`config.mk`:
```
export PLATFORM = sky130hd
export DESIGN_NAME = bcpe_param
export DESIGN_NICKNAME = d
export VERILOG_FILES = /design/src/design/bcpe_pkg.sv /design/src/design/bcpe_param.sv
export SDC_FILE = /design/constraint.sdc
export NUM_CORES = 2
export LEC_CHECK = 0
export BUFFER_PORTS_ARGS = -buffer_cell sky130_fd_sc_hd__buf_2
export CAP_MARGIN = 5
export CORE_UTILIZATION = 56
export CTS_BUF_LIST = sky130_fd_sc_hd__clkbuf_2 sky130_fd_sc_hd__clkbuf_4 sky130_fd_sc_hd__clkbuf_8
export DETAILED_ROUTE_END_ITERATION = 6
export GPL_TIMING_DRIVEN = 0
export HOLD_SLACK_MARGIN = 0.05
export PLACE_DENSITY = 0.83
export SLEW_MARGIN = 20
export SYNTH_ARGS = -nofsm -noshare
export SYNTH_HDL_FRONTEND = slang
export SYNTH_SLANG_ARGS = --single-unit
export TNS_END_PERCENT = 5
```
`constraint.sdc`:
```
create_clock -name clk -period 11.42 [get_ports clk]
set_input_delay 0.571 -clock clk [delete_from_list [all_inputs] [get_ports clk]]
set_output_delay 0.571 -clock clk [all_outputs]
set_load 0.02 [all_outputs]
```
`src/design/bcpe_pkg.sv`:
```
// Shared types and constants for the Bezier point evaluator.
// No dependencies; used by every module of the block.
`default_nettype none

package bcpe_pkg;

  // Field widths
  localparam int POINT_W     = 32;
  localparam int HALF_W      = POINT_W / 2;
  localparam int TAU_W       = 18;
  localparam int GAIN_W      = 17;
  localparam int TAU_FRAC    = 16;
  localparam int COORD_WIDTH = 32;

  // Parameter and weight arithmetic
  localparam int T_W    = TAU_FRAC + 1;
  localparam int PROD_W = TAU_W + GAIN_W + 1;
  localparam int SQ_W   = 2 * TAU_FRAC + 1;
  localparam int WSH    = 3 * TAU_FRAC;
  localparam int W_W    = WSH + 1;

  localparam int TAU_ONE  = 1 << TAU_FRAC;
  localparam int TAU_HALF = 1 << (TAU_FRAC - 1);

  localparam logic [GAIN_W-1:0] GAIN_RESET = GAIN_W'(TAU_ONE);

  localparam logic [W_W-1:0] W_ONE  = W_W'(1) << WSH;
  localparam logic [W_W-1:0] W_HALF = W_ONE >> 1;

  // Accumulation widths
  localparam int HP_W  = HALF_W + W_W + 1;
  localparam int LP_W  = HALF_W + W_W;
  localparam int HS_W  = HP_W + 2;
  localparam int LS_W  = LP_W + 2;
  localparam int SUM_W = HS_W + HALF_W + 1;
  localparam int RES_W = SUM_W - WSH;

  localparam longint LIM_HI = (longint'(1) <<< (COORD_WIDTH - 1)) - 1;
  localparam longint LIM_LO = -LIM_HI - 1;

  typedef enum logic {
    OP_QUAD  = 1'b0,
    OP_CUBIC = 1'b1
  } op_t;

  typedef logic [3:0][POINT_W-1:0] points_t;

  typedef struct packed {
    op_t     op;
    points_t pts;
  } item_t;

  // Parameter stage result: clamped tau, its complement and their products
  typedef struct packed {
    logic            valid;
    item_t           item;
    logic [T_W-1:0]  t;
    logic [T_W-1:0]  u;
    logic [SQ_W-1:0] uu;
    logic [SQ_W-1:0] ut;
    logic [SQ_W-1:0] tt;
  } param_t;

  // Weight stage result: four Bernstein weights scaled to 2^48
  typedef struct packed {
    logic                valid;
    item_t               item;
    logic [3:0][W_W-1:0] w;
  } weight_t;

endpackage

`default_nettype wire

```
`src/design/bcpe_param.sv`:
```
// Tau gain, round-and-clamp, and the second-order products of t and u.
// Three register stages; depends on bcpe_pkg.
`default_nettype none

module bcpe_param import bcpe_pkg::*; (
  input  logic                    clk,
  input  logic                    rst,
  input  logic                    in_valid,
  input  item_t                   in_item,
  input  logic signed [TAU_W-1:0] in_tau,
  input  logic [GAIN_W-1:0]       gain,
  output param_t                  out
);

  // Stage A: gain product
  logic                     a_valid;
  item_t                    a_item;
  logic signed [PROD_W-1:0] a_prod;

  always_ff @(posedge clk) begin
    if (rst) begin
      a_valid <= 1'b0;
    end else begin
      a_valid <= in_valid;
    end
    a_item <= in_item;
    a_prod <= in_tau * $signed({1'b0, gain});
  end

  // Stage B: round to Q.16 and clamp to [0,1]
  logic [PROD_W-1:0]          rnd;
  logic [PROD_W-TAU_FRAC-1:0] t_raw;
  logic [T_W-1:0]             t_next;

  always_comb begin
    rnd   = a_prod + PROD_W'(TAU_HALF);
    t_raw = rnd[PROD_W-1:TAU_FRAC];
    if (a_prod[PROD_W-1] || a_prod == '0) begin
      t_next = '0;
    end else if (t_raw > (PROD_W-TAU_FRAC)'(TAU_ONE)) begin
      t_next = T_W'(TAU_ONE);
    end else begin
      t_next = t_raw[T_W-1:0];
    end
  end

  logic           b_valid;
  item_t          b_item;
  logic [T_W-1:0] b_t;
  logic [T_W-1:0] b_u;

  always_ff @(posedge clk) begin
    if (rst) begin
      b_valid <= 1'b0;
    end else begin
      b_valid <= a_valid;
    end
    b_item <= a_item;
    b_t    <= t_next;
    b_u    <= T_W'(TAU_ONE) - t_next;
  end

  // Stage C: squares and cross product
  always_ff @(posedge clk) begin
    if (rst) begin
      out.valid <= 1'b0;
    end else begin
      out.valid <= b_valid;
    end
    out.item <= b_item;
    out.t    <= b_t;
    out.u    <= b_u;
    out.uu   <= b_u * b_u;
    out.ut   <= b_u * b_t;
    out.tt   <= b_t * b_t;
  end

`ifndef SYNTHESIS
  a_clamp_range: assert property (@(posedge clk) disable iff (rst)
    b_valid |-> (b_t <= T_W'(TAU_ONE)) && ({1'b0, b_t} + {1'b0, b_u} == (T_W+1)'(TAU_ONE)))
    else $error("clamped tau and its complement do not add to one");
`endif

endmodule

`default_nettype wire

```
== Word level (Yosys, flattened, before mapping) ==
Index checks and enable logic that the tools add are counted.
W data, S select, Z words.

* Register bits: 593
* Latch bits: 0
* Bits in writable memories: 0
* Bits in read-only memories: 0
* Input bits: 167
* Output and inout port bits: 263
* Memories kept: 0

* Add/subtract/negate cells: 2
* $mul: 4
* Div/mod/pow operators: 0
* Magnitude comparators: 1
* Equal/unequal tests: 0
* Shift-type cells: 0
* Mux-type cells: 2
* Bitwise logic cells: 0
* Reduce and logical (&&, ||, !) cells: 2

{| class="wikitable"
|+ Operators by type and width
! operator !! count
|-
| $mul A17 B17 Y33 || 3
|-
| $add A36 B17 Y36 const B || 1
|-
| $logic_not A36 Y1 || 1
|-
| $mul A18 B18 Y36 || 1
|-
| $mux W17 || 2
|-
| $gt A20 B17 Y1 const B || 1
|-
| $sub A17 B17 Y17 const A || 1
|-
| $logic_or A1 B1 Y1 || 1
|}

== Logic depth before layout (Yosys ltp) ==
* Word-level depth: 5
* Depth in mapped cells: 25

== Worst setup path after synthesis ==
OpenSTA, ideal clock, no wires.

* Kind: reg2reg
* Start point: register b_u[7]
* End point: register out[64] (netlist name)
* Library setup time: 0.119 ns
* Data arrival time: 6.171 ns
* Slack: 5.131 ns
* Stages on the path, launching flop included: 25
* Period minus slack after synthesis: 6.289 ns
* Cell sequence: dfxtp_1 clkbuf_1 clkbuf_1 nand2_1 fa_1 inv_1 fa_1 inv_1 fa_1 inv_1 fa_1 fa_1 inv_1 fa_1 inv_1 ha_1 clkbuf_1 inv_1 o2111ai_1 nand3b_1 o22ai_1 a41oi_1 a2111oi_2 a31oi_1 xnor2_1

* Longest elaborated chain between the ends: 1

{| class="wikitable"
|+ RTL lines
! element !! line !! RTL
|-
| start: declaration || bcpe_param.sv:50 || <nowiki>logic [T_W-1:0] b_u;</nowiki>
|-
| start signal: assignment || bcpe_param.sv:60 || <nowiki>b_u <= T_W'(TAU_ONE) - t_next;</nowiki>
|-
| $mul A17 B17 Y33 || bcpe_param.sv:74 || <nowiki>out.ut <= b_u * b_t;</nowiki>
|-
| end: declaration || bcpe_param.sv:12 || <nowiki>output param_t out</nowiki>
|}

Every way passes these cells.
A chain may end at the register's enable or synchronous reset.

== Worst setup path in the final report ==
Same ends and word-level chain as after synthesis.

==> metrics list <==
* CTS clk-pin slew, worst paths: 70 ps
- Post-synth cell types: 78
- Arrival @ worst endpoint: 9140 ps
* Detailed-route wire length: 131000 um
- Summed over all cells, the static leakage comes to 30.3 nW.
* Final Instance Count excl. Fillers: 6890
- Setup repair after global routing left no endpoint under its margin.
- In the final design database the tool counted 7144 nets.
- Async set-or-reset flop fraction in the synthesized netlist: 0%
- Filler instances: 6880
* Failing checks: DRC
* Number of DRC violations after detailed routing: 65
* FP Rows: 109
- Averaged over all synthesized cells, the footprint is 10.0 um^2.
* CP Max Fanout: 10
- Pre-CTS setup slack: 3290 ps
- Clock tree buffer depth: 3
* Outcome: complete, but fails checks
- After detailed routing, the average wire length per cell comes to 19.0 um.
- Ratio of final minimum period to clock period: 74.7%
- R2r worst-path depth: 24
* Number of DRC markers after the initial detailed-route iteration: 2764
- Based on the critical path, the design can be clocked at up to 117 MHz.
- Post-layout worst setup margin: 2890 ps
* #FFs+latches synth: 586
- Total I/O pin count: 430
- By area the synthesized netlist is led by fa_1 (37%), dfxtp_1 (23%), ha_1 (10%).
* Slew at the pin with the worst max-slew slack: 1110 ps
* Number of levels the H-tree was split into: 3
- RR Startpoint: b_u[7]$_DFF_P_
- First-pass GRT wire length: 206000 um
- At the end of the flow the core is filled with cells to 64.4%.
- The path class of the tightest hold or removal check is in2reg.
- The routed design could run at a clock period as short as 8530 ps.
- Final hold analysis gives a worst-case slack of 198 ps.
- Top cell type's share of synthesized area: 36.6%
- After floorplanning, the core was sized to cover 0.0885 mm^2.
- Number of buffers added on ports: 418
- Crit Path Category: reg2reg
- VDD sags by at most 0.337 mV.
* Setup violations, final: 0
- fa_1 takes more of the synthesized area than any other cell.
* Synth Warn #: 0
- Worst flop-to-flop path endpoint: out[64]$_DFF_P_
- Library cell with the highest instance count after synthesis: inv_1
* Nature of the critical path startpoint: flop
- The number of global-route vias before repair is 39600.
- Overall fraction of global-route tracks in use: 29.7%
* Final total power: 11.8 mW
- Clock Sink Count: 586
- The congestion estimate from routability-driven global placement came to 0.992.
* Number of optimization iterations in the first detailed-route pass: 7
* Clock latency of the later-clocked register in the worst-skew pair: 790 ps
* Number of antenna violations at the first check in global routing: 9
- PD cells: 207 mW/mm^2
* Number of max-cap violations: 0
- Number of enable flip-flop cells after synthesis: 0
- Worst reg2reg setup slack: 2890 ps
- In this run, placement finished with an instance count of 6590.
- For this run the aggregate overflow at the end of global routing stands at 0.
- For this run, the register share of the synthesized area comes to 23.4%.
- From synthesis to final layout, the design area changed by 13.8%.
* CTS tree: built
* Master cell of the clock root buffer: clkbuf_8
* Synth Flop Type: dfxtp_1
- Die width: 301 um
- The routed layout has 36600 vias.
- Area of the mapped netlist: 0.0501 mm^2
- The count of nets left with antenna violations once routing finished came out at 0.
* Die extent in y: 301 um
- Cell area after layout: 0.0570 mm^2
* Hold Vio Cnt, Final: 0
- Worst rel slew slack: 26.3%
- By count the netlist is led by inv_1 (1190), fa_1 (915), dfxtp_1 (586), nand2_1 (525), ha_1 (412).
- Required time at the endpoint of the critical path: 12040 ps
- Timing endpoint of the critical path: out[64]$_DFF_P_
- Crit end category: flop
* Clock Skews: 82.7 ps
- Fraction of layout cells with a size suffix above 1: 11.0%
* Initial core utilization: 56.6%
- Placed Area: 0.0537 mm^2
* Sum of negative setup slack: 0 ps
* Total count of max-transition violations in the final report: 0
- Post-DR vias/cell: 5.31
- Summed over all nets, the half-perimeter wirelength after detailed placement is 103000 um.
- Die ar.: 0.0907 mm^2
- Largest net degree at the start of global routing: 15
- Synthesis produced a netlist whose cell count is 5006.
- The most critical setup path has its startpoint at b_u[7]$_DFF_P_.
* Number of buffers inserted during clock tree synthesis: 92
-- metal layers --
metal  GRT usage, %  part of all wire [%]
met1           34.1                    35
met2           50.7                    49
met3           7.95                   9.7
met4           15.7                   5.7
met5              0                 0.046
-- flip-flops by register name, indices dropped and copies added (netlist names) --
name	flops
a_valid	1
b_t	16
b_valid	1
b_u	17
b_item	129
a_item	129
a_prod	36
out	257
-- worst min path at each step --
stage | from | end | cells after the start
final | in_tau[0] | a_prod[0]$_DFF_P_ | 2
after global routing | in_tau[0] | a_prod[0]$_DFF_P_ | 2
after CTS | in_tau[0] | a_prod[0]$_DFF_P_ | 2
after detailed placement | a_item[121]$_DFF_P_ | b_item[121]$_DFF_P_ | 0
after global placement | a_item[104]$_DFF_P_ | b_item[104]$_DFF_P_ | 0
after floorplan | a_item[0]$_DFF_P_ | b_item[0]$_DFF_P_ | 0
-- cell usage in the layout (no fill, tap or decap), types with 25 or more instances in the layout --
master / count
a21o_1: 36
a21oi_1: 97
and2_1: 357
and3_1: 25
buf_2: 422
clkbuf_1: 152
clkbuf_8: 114
dfxtp_1: 586
dlygate4sd3_1: 131
fa_1: 915
ha_1: 412
inv_1: 1190
nand2_1: 525
nand3_1: 29
nor2_1: 128
nor2b_1: 25
nor3_1: 32
o21a_1: 26
o21ai_0: 61
xnor2_1: 106
xor2_1: 42
-- layout make-up --
cell class	count	area (um^2)	share of cell area, %
Antenna cell	6	15.0	0.0263
Buffer	173	711	1.25
Clock buffer	135	1730	3.03
Clock inverter	28	329	0.577
Inverter	1192	4470	7.84
Multi-Input combinational cell	3056	33200	58.2
Sequential cell	586	11700	20.6
Tap cell	1165	1460	2.56
Timing Repair Buffer	549	3400	5.97
-- worst max-delay path, cell delays in order, from the launching register on --
cell       delay (ps)
dfxtp_1           620
clkbuf_1          690
clkbuf_1          720
nand2_1           170
fa_1              580
inv_1              60
fa_1              510
inv_1              60
fa_1              530
inv_1              50
fa_1              450
fa_1              490
inv_1              50
fa_1              490
inv_1              50
ha_1              270
clkbuf_1          280
inv_1             120
o2111ai_1         230
nand3b_1          100
o22ai_1           470
a41oi_1           400
a2111oi_2         650
a31oi_1           190
xnor2_1           170
-- what timing repair did --
item / CTS / global route
setup endpoints to repair: 0 / 0
gates resized for setup: 0 / 0
hold buffers: 131 / 0
endpoints found under the hold margin: 132 / 0
setup buffers: 0 / 0
-- cell families (layout without fill, tap and decap cells) --
| logic type | Yosys count | after routing | synth area share, % |
|---|---|---|---|
| buf+inv | 1365 | 2077 | 10.3 |
| fa+ha+maj | 1327 | 1327 | 46.8 |
| simple gates | 1226 | 1226 | 12.0 |
| flops | 586 | 586 | 23.4 |
| compound gates | 344 | 344 | 4.60 |
| xor+xnor | 148 | 148 | 2.59 |
| mux | 9 | 9 | 0.190 |
| other cells | 1 | 8 | 0.00748 |
-- power by group --
group	total, mW	switching, mW	internal, mW
combinational	7.33	4.27	3.05
sequential	2.52	0.147	2.37
clock	1.96	0.886	1.08
Note: power is estimated with default switching activity, not from simulation.
